===== src/design/jfe_pkg.sv =====
// Shared types and constants for the motion-JPEG frame extractor.
// Used by every module of the block; depends on nothing.
package jfe_pkg;

  localparam int unsigned CNT_W                   = 18;
  localparam int unsigned DEFAULT_MAX_FRAME_BYTES = 131072;
  localparam int unsigned QDEPTH                  = 4;

  localparam logic [CNT_W-1:0] LIMIT_RESET = 18'd81920;

  localparam logic [7:0] MARK_FF  = 8'hFF;
  localparam logic [7:0] MARK_SOI = 8'hD8;
  localparam logic [7:0] MARK_EOI = 8'hD9;

  typedef enum logic [1:0] {
    ST_DATA      = 2'd0,
    ST_OVERFLOW  = 2'd1,
    ST_TRUNCATED = 2'd2,
    ST_NO_FRAME  = 2'd3
  } status_t;

  typedef struct packed {
    logic [7:0]       out_byte;
    logic             frame_first;
    logic             frame_last;
    status_t          status;
    logic [CNT_W-1:0] byte_count;
  } result_t;

  typedef struct packed {
    logic [1:0] n;
    result_t    r0;
    result_t    r1;
  } push_t;

  typedef struct packed {
    logic space2;
    logic nempty;
  } qstat_t;

endpackage


===== src/design/jfe_front.sv =====
// Front end: accepts stream transactions, tracks frame state and limit,
// and emits up to two results per transaction. Depends on jfe_pkg.
module jfe_front import jfe_pkg::*; #(
  parameter int unsigned MAX_FRAME_BYTES = DEFAULT_MAX_FRAME_BYTES
) (
  input  logic             clk,
  input  logic             rst_n,
  input  logic             cfg_we,
  input  logic [CNT_W-1:0] cfg_data,
  input  logic             acc,
  input  logic [7:0]       data_byte,
  input  logic             stream_end,
  output push_t            push
);

  logic [CNT_W-1:0] frame_limit_r;
  logic             in_frame_r, in_frame_nxt;
  logic             prev_ff_r, prev_ff_nxt;
  logic [CNT_W-1:0] count_r, count_nxt;
  logic [CNT_W-1:0] limit;
  logic [CNT_W-1:0] count_inc;

  always_comb begin
    limit = (32'(frame_limit_r) > MAX_FRAME_BYTES) ? CNT_W'(MAX_FRAME_BYTES) : frame_limit_r;
    count_inc = count_r + 1'b1;
  end

  always_comb begin
    in_frame_nxt = in_frame_r;
    prev_ff_nxt  = prev_ff_r;
    count_nxt    = count_r;
    push         = '0;
    if (acc) begin
      if (stream_end) begin
        push.n = 2'd1;
        push.r0.status     = in_frame_r ? ST_TRUNCATED : ST_NO_FRAME;
        push.r0.byte_count = in_frame_r ? count_r : '0;
        in_frame_nxt = 1'b0;
        prev_ff_nxt  = 1'b0;
        count_nxt    = '0;
      end else if (!in_frame_r) begin
        if (prev_ff_r && data_byte == MARK_SOI) begin
          push.n = 2'd2;
          push.r0 = '{out_byte: MARK_FF, frame_first: 1'b1, frame_last: 1'b0,
                      status: ST_DATA, byte_count: CNT_W'(1)};
          push.r1 = '{out_byte: MARK_SOI, frame_first: 1'b0, frame_last: 1'b0,
                      status: ST_DATA, byte_count: CNT_W'(2)};
          in_frame_nxt = 1'b1;
          prev_ff_nxt  = 1'b0;
          count_nxt    = CNT_W'(2);
        end else begin
          prev_ff_nxt = (data_byte == MARK_FF);
        end
      end else if (count_r >= limit) begin
        push.n = 2'd1;
        push.r0.status     = ST_OVERFLOW;
        push.r0.byte_count = count_r;
        in_frame_nxt = 1'b0;
        prev_ff_nxt  = 1'b0;
        count_nxt    = '0;
      end else begin
        push.n = 2'd1;
        push.r0.out_byte   = data_byte;
        push.r0.status     = ST_DATA;
        push.r0.byte_count = count_inc;
        if (prev_ff_r && data_byte == MARK_EOI) begin
          push.r0.frame_last = 1'b1;
          in_frame_nxt = 1'b0;
          prev_ff_nxt  = 1'b0;
          count_nxt    = '0;
        end else begin
          prev_ff_nxt = (data_byte == MARK_FF);
          count_nxt   = count_inc;
        end
      end
    end
  end

  always_ff @(posedge clk) begin
    if (!rst_n) begin
      frame_limit_r <= LIMIT_RESET;
      in_frame_r    <= 1'b0;
      prev_ff_r     <= 1'b0;
      count_r       <= '0;
    end else begin
      if (cfg_we) frame_limit_r <= cfg_data;
      in_frame_r <= in_frame_nxt;
      prev_ff_r  <= prev_ff_nxt;
      count_r    <= count_nxt;
    end
  end

endmodule


===== src/design/jfe_queue.sv =====
// Result queue between front and back: two writes, one read per cycle.
// Depends on jfe_pkg.
module jfe_queue import jfe_pkg::*; (
  input  logic    clk,
  input  logic    rst_n,
  input  push_t   push,
  input  logic    pop,
  output result_t head,
  output qstat_t  stat
);

  localparam int unsigned PW = $clog2(QDEPTH);

  result_t         mem [QDEPTH];
  logic [PW-1:0]   wp_r, wp_nxt;
  logic [PW-1:0]   rp_r, rp_nxt;
  logic [PW:0]     cnt_r, cnt_nxt;
  logic [PW-1:0]   wp_1;

  always_comb begin
    wp_1    = wp_r + 1'b1;
    wp_nxt  = wp_r + PW'(push.n);
    rp_nxt  = rp_r + PW'(pop);
    cnt_nxt = cnt_r + (PW+1)'(push.n) - (PW+1)'(pop);
    head    = mem[rp_r];
    stat.nempty = (cnt_r != '0);
    stat.space2 = (cnt_r <= (PW+1)'(QDEPTH - 2));
  end

  always_ff @(posedge clk) begin
    if (push.n != 2'd0) mem[wp_r] <= push.r0;
    if (push.n == 2'd2) mem[wp_1] <= push.r1;
  end

  always_ff @(posedge clk) begin
    if (!rst_n) begin
      wp_r  <= '0;
      rp_r  <= '0;
      cnt_r <= '0;
    end else begin
      wp_r  <= wp_nxt;
      rp_r  <= rp_nxt;
      cnt_r <= cnt_nxt;
    end
  end

endmodule


===== src/design/jfe_back.sv =====
// Back end: output register that drains the result queue onto the
// result channel. Depends on jfe_pkg.
module jfe_back import jfe_pkg::*; (
  input  logic    clk,
  input  logic    rst_n,
  input  result_t head,
  input  qstat_t  stat,
  output logic    pop,
  input  logic    out_ready,
  output logic    out_valid,
  output result_t res
);

  logic    valid_r, valid_nxt;
  result_t res_r;

  always_comb begin
    pop       = stat.nempty && (!valid_r || out_ready);
    valid_nxt = pop || (valid_r && !out_ready);
    out_valid = valid_r;
    res       = res_r;
  end

  always_ff @(posedge clk) begin
    if (pop) res_r <= head;
  end

  always_ff @(posedge clk) begin
    if (!rst_n) valid_r <= 1'b0;
    else valid_r <= valid_nxt;
  end

endmodule


===== src/design/jpeg_frame_extractor_unit.sv =====
// Motion-JPEG frame extractor, top level.
// Input channel (in_*): one stream byte or a stream-end mark per transaction.
// Result channel (out_*): frame bytes with first/last flags, or a status
//   result (overflow, truncated, no frame) with the byte count reached.
// Config channel (cfg_*): writes frame_limit; always ready.
// Throughput: one input transaction per cycle while in_ready is high. A start
//   marker yields two results, so the result side sets the pace at one result
//   per cycle while out_ready is high. The front end writes each result into
//   the queue at the accepting edge; the output register then loads it from
//   the queue head when the back end pops it.
// A four-entry queue sits between front and back; in_ready drops while it
//   has fewer than two free entries, so a stalled receiver backs up the
//   input within a few transactions and nothing is lost.
// Reset: synchronous, active low; clears frame state, empties the queue and
//   sets frame_limit to 81920.
// Uses jfe_pkg, jfe_front, jfe_queue, jfe_back.
module jpeg_frame_extractor_unit import jfe_pkg::*; #(
  parameter int unsigned MAX_FRAME_BYTES = DEFAULT_MAX_FRAME_BYTES
) (
  input  logic             clk,
  input  logic             rst_n,
  input  logic             cfg_valid,
  output logic             cfg_ready,
  input  logic [CNT_W-1:0] cfg_frame_limit,
  input  logic             in_valid,
  output logic             in_ready,
  input  logic [7:0]       in_data_byte,
  input  logic             in_stream_end,
  output logic             out_valid,
  input  logic             out_ready,
  output logic [7:0]       out_byte,
  output logic             out_frame_first,
  output logic             out_frame_last,
  output logic [1:0]       out_status,
  output logic [CNT_W-1:0] out_byte_count
);

  push_t   push;
  qstat_t  stat;
  result_t head;
  result_t res;
  logic    pop;
  logic    acc;

  assign cfg_ready = 1'b1;
  assign in_ready  = stat.space2;
  assign acc       = in_valid && in_ready;

  jfe_front #(.MAX_FRAME_BYTES(MAX_FRAME_BYTES)) u_front (
    .clk        (clk),
    .rst_n      (rst_n),
    .cfg_we     (cfg_valid && cfg_ready),
    .cfg_data   (cfg_frame_limit),
    .acc        (acc),
    .data_byte  (in_data_byte),
    .stream_end (in_stream_end),
    .push       (push)
  );

  jfe_queue u_queue (
    .clk   (clk),
    .rst_n (rst_n),
    .push  (push),
    .pop   (pop),
    .head  (head),
    .stat  (stat)
  );

  jfe_back u_back (
    .clk       (clk),
    .rst_n     (rst_n),
    .head      (head),
    .stat      (stat),
    .pop       (pop),
    .out_ready (out_ready),
    .out_valid (out_valid),
    .res       (res)
  );

  assign out_byte        = res.out_byte;
  assign out_frame_first = res.frame_first;
  assign out_frame_last  = res.frame_last;
  assign out_status      = res.status;
  assign out_byte_count  = res.byte_count;

  a_first_is_soi: assert property (@(posedge clk) disable iff (!rst_n)
    (out_valid && out_frame_first) |->
      (out_byte == MARK_FF && out_byte_count == CNT_W'(1) && !out_frame_last))
    else $error("frame start result malformed");

  a_status_no_data: assert property (@(posedge clk) disable iff (!rst_n)
    (out_valid && out_status != ST_DATA) |->
      (out_byte == 8'h00 && !out_frame_first && !out_frame_last))
    else $error("status result carries data");

  a_last_is_eoi: assert property (@(posedge clk) disable iff (!rst_n)
    (out_valid && out_frame_last) |-> (out_byte == MARK_EOI))
    else $error("frame end result not on end marker");

  a_no_push_when_idle: assert property (@(posedge clk) disable iff (!rst_n)
    !acc |-> (push.n == 2'd0))
    else $error("queue written without input transaction");

endmodule

===== config.mk =====
export PLATFORM = sky130hd
export DESIGN_NAME = jpeg_frame_extractor_unit
export DESIGN_NICKNAME = d
export VERILOG_FILES = /design/src/design/jfe_pkg.sv /design/src/design/jfe_front.sv /design/src/design/jfe_queue.sv /design/src/design/jfe_back.sv /design/src/design/jpeg_frame_extractor_unit.sv
export SDC_FILE = /design/constraint.sdc
export NUM_CORES = 1
export LEC_CHECK = 0
export ABC_AREA = 1
export BUFFER_PORTS_ARGS = -buffer_cell sky130_fd_sc_hd__clkbuf_2
export CAP_MARGIN = 20
export CORE_ASPECT_RATIO = 1.5
export CORE_UTILIZATION = 45
export DETAILED_ROUTE_END_ITERATION = 16
export SETUP_SLACK_MARGIN = 0.2
export SYNTH_ARGS = -nofsm -noshare
export SYNTH_HDL_FRONTEND = slang
export SYNTH_SLANG_ARGS = --single-unit

===== constraint.sdc =====
create_clock -name clk -period 3.35 [get_ports clk]
set_input_delay 0.335 -clock clk [delete_from_list [all_inputs] [get_ports clk]]
set_output_delay 0.335 -clock clk [all_outputs]
set_load 0.02 [all_outputs]

==> results.md <==
- Outcome: finished clean
- XOR/XNOR share of the synthesized area: 1.327%
- Ys async rst share: 0%
- TritonCTS buffer count: 17
- Max_slew headroom: 45.73%
- Gr usage total: 24.27%
- Crit-path max cell delay: roughly 0.32 ns
- Syn_area_per_cell: about 7.7 sq um
- Ant diodes: 0
- Pleak: 4.612 nW
- Max FO, Critical Path: 15
- Cell Rows: 63
- Most frequent CP cell: nand2_1
- Count of input and output buffers: 63
- WL met3: 1040 um
- Largest net degree at the start of global routing: 43
- DIE AREA: 21130 sq um
- Element type at the critical path start: register
- Vias: 8098
- Unique cell type count in the Yosys netlist: 43
- DRC: 0
- Post-route ant nets: 0
- Mapped cell area: 9241 sq um
- Post-synth top flop: dfxtp_1
- Reg clk slew, reported paths: roughly 0.07 ns
- Overall Power: 6.805 mW
- Final #Nets: 1293
- Critical Path RT: 3.53 ns
- Final GP Congestion: 0.9062
- Max_cap viols: 0
- Yosys reg bits: between 150 and 200
- Synth Net Count: 1253
- Share of post-route cells with drive strength above 1: 12.89%
- VDD IR max: approximately 0.33 mV
- DRT iter0 DRCs: 613
- Adder-cell area share of the yosys netlist: under 10%
- Finish-stage setup viols: 0
- Slowest CP cell: dfxtp_1
- Maximum clock path buffer count: 2
- Unrepaired setup endpoints after global routing: true
- Final WL: 24320 um
- Number of global-route vias before repair: 7678
- Clk_skew: 0.007062 ns
- # IOs: 65
- Grt total ovfl: 0
- Crit end category: register
- Syn Inst Count: 1196
- Chip Width: 119.0 um
- PwrDens: roughly 660 nW/um^2
- Starting density of the core: 46.34%
- DR top layer: met4
- Crit path DAT: about 3.1 ns
- Sequential fraction of the synthesis area: 47.87%
- Cell chain of the critical path: nor4_1 -> nand4_1 -> nand2_4 -> buf_4 -> nand2_1 -> ha_1 -> nand2_1 -> o21bai_1 -> a21oi_1 -> nor2_2 -> nand2_1 -> a21oi_2 -> o21ai_1 -> nor2_1
- Fin. Hold Viols: 0
- CTS root buffer: clkbuf_16
- WL met2: roughly 12000 um
- Worst slew pin tran: 0.8131 ns
- Largest family of logic cells by synthesized area: simple AND/OR/NAND/NOR gates
- Core area: 19940 sq um
- Slew Viols, Final: 0
- First-pass GRT wire length: 39700 um
- P&R area growth vs syn: 12.08%
- Clock latency on the worst-skew pair: 0.44 ns
- Post-DR vias/cell: 5.366
- Ys Warns: 0
- Mux cell area share after synthesis: 0%
- Setup CP Type: reg -> reg
- Hpwl dp: about 16000 um
- H-tree depth: 4
- Fmax: 340.9 MHz
- Compound-Gate Fraction of Synth Area: 10.79%
- Die H: 177.5 um
- DR WL/cell: 16.11 um
- Synth Area in Simple Gates: 30.45%
- Setup TNS Final: 0 ns
- CTS tree: yes
- DRT met1 WL: ~10000 um
- Final Cycle Share: 87.57%
- Drt pass-1 iters: 5
- Post-route minimum period: 2.933 ns
- Post-synth EDFFs: 50
- Clock Sinks: 196
- Initial antenna violation count: 0
- Min-Delay Path Class: in -> reg
-- state kept, by name (all words and copies together) (netlist names) --
name	count
u_queue.mem	120
u_front.prev_ff_r	1
u_front.count_r	18
u_back.out_valid	1
u_queue.rp_r	2
u_front.frame_limit_r	18
u_queue.wp_r	2
u_front.in_frame_r	1
u_queue.cnt_r	3
u_back.res	30
-- report_power, final --
group	internal (mW)	leakage [nW]	switching, mW
clock	1.12	0.295	0.969
sequential	2.83	1.69	0.160
combinational	0.539	2.63	1.19
-- placed cells by master (no fill, tap or decap), drive strengths merged, types with 43 or more instances in the layout --
cell,n
a21oi,43
clkbuf,82
dfxtp,146
edfxtp,50
inv,70
nand2,351
nand3,110
nor2,150
o21ai,105
-- layout make-up --
type                            count  area [sq um]
Tap cell                          260         325.3
Clock inverter                     13         137.6
Timing Repair Buffer               80         462.9
Fill cell                        1991          9585
Clock buffer                       19         464.2
Inverter                           66         252.7
Sequential cell                   196          4425
Multi-Input combinational cell    875          4289
-- worst max-delay path: cells and delay by family, from the launching register on --
| kind | cells | cell delay (ns) |
|---|---|---|
| flip-flops | 1 | 0.32 |
| adder cells (fa/ha/maj) | 1 | 0.27 |
| AND/OR/NAND/NOR | 8 | 1.23 |
| buffers and inverters | 1 | 0.13 |
| AO/OA/AOI/OAI | 4 | 0.70 |
-- synth_stat cells, drive strengths merged, types with 5 or more instances --
cell type  count  share of area, %
nand2        351                15
nor2         150               6.9
dfxtp        146                32
nand3        110               6.1
o21ai        105               5.7
inv           64               2.7
edfxtp        50                16
a21oi         43               2.5
clkbuf        32               1.3
nand4         30               2.0
o22ai         30               2.0
buf           27               2.0
ha            24               3.2
xor2          11               1.0
nor3           5              0.39
-- layer usage --
| metal | up-vias | track usage, % |
|---|---|---|
| li1 | 4058 | - |
| met4 | 0 | 9.916 |
| met2 | 204 | 42.18 |
| met1 | 3794 | 29.90 |
| met5 | - | 0 |
| met3 | 42 | 3.631 |
-- through the flow --
stage          std cells  setup WS (ns)  hold slack (ns)  cell area (sq um)  utilization (%)
3_5_place_dp        1475         0.2251           0.4312               9703            48.65
2_1_floorplan       1196         0.5810           0.4136               9245                -
4_1_cts             1507         0.2228          0.09251              10300            51.67
5_1_grt             1509         0.1877           0.1069              10360            51.94
3_3_place_gp        1475         0.3267           0.4241               9703            48.65
6_report            1509         0.4165           0.1011              10360            51.94
-- final timing paths --
path | startpoint | endpoint | slack, ns | cells past startpoint
setup / recovery | u_front.frame_limit_r[6] | u_queue.mem[3][29] | 0.42 | 14
hold / removal | cfg_frame_limit[14] | u_front.frame_limit_r[14] | 0.10 | 3
setup reg to reg | u_front.frame_limit_r[6] | u_queue.mem[3][29] | 0.42 | 14
hold reg to reg | u_queue.mem[2][23] | u_queue.mem[2][23] | 0.44 | 2
-- cells by family after synthesis --
family          after synthesis
buf+inv                     125
compound gates              184
flops                       196
other cells                   1
fa+ha+maj                    25
simple gates                651
xor+xnor                     14
-- repair_timing --
action,in CTS,in global routing
resized for setup,1,6
setup endpoints to repair,4,125
buffers inserted,0,1
pin swaps,0,1
hold buffers,0,0
Power figures use the tool's default switching activity.
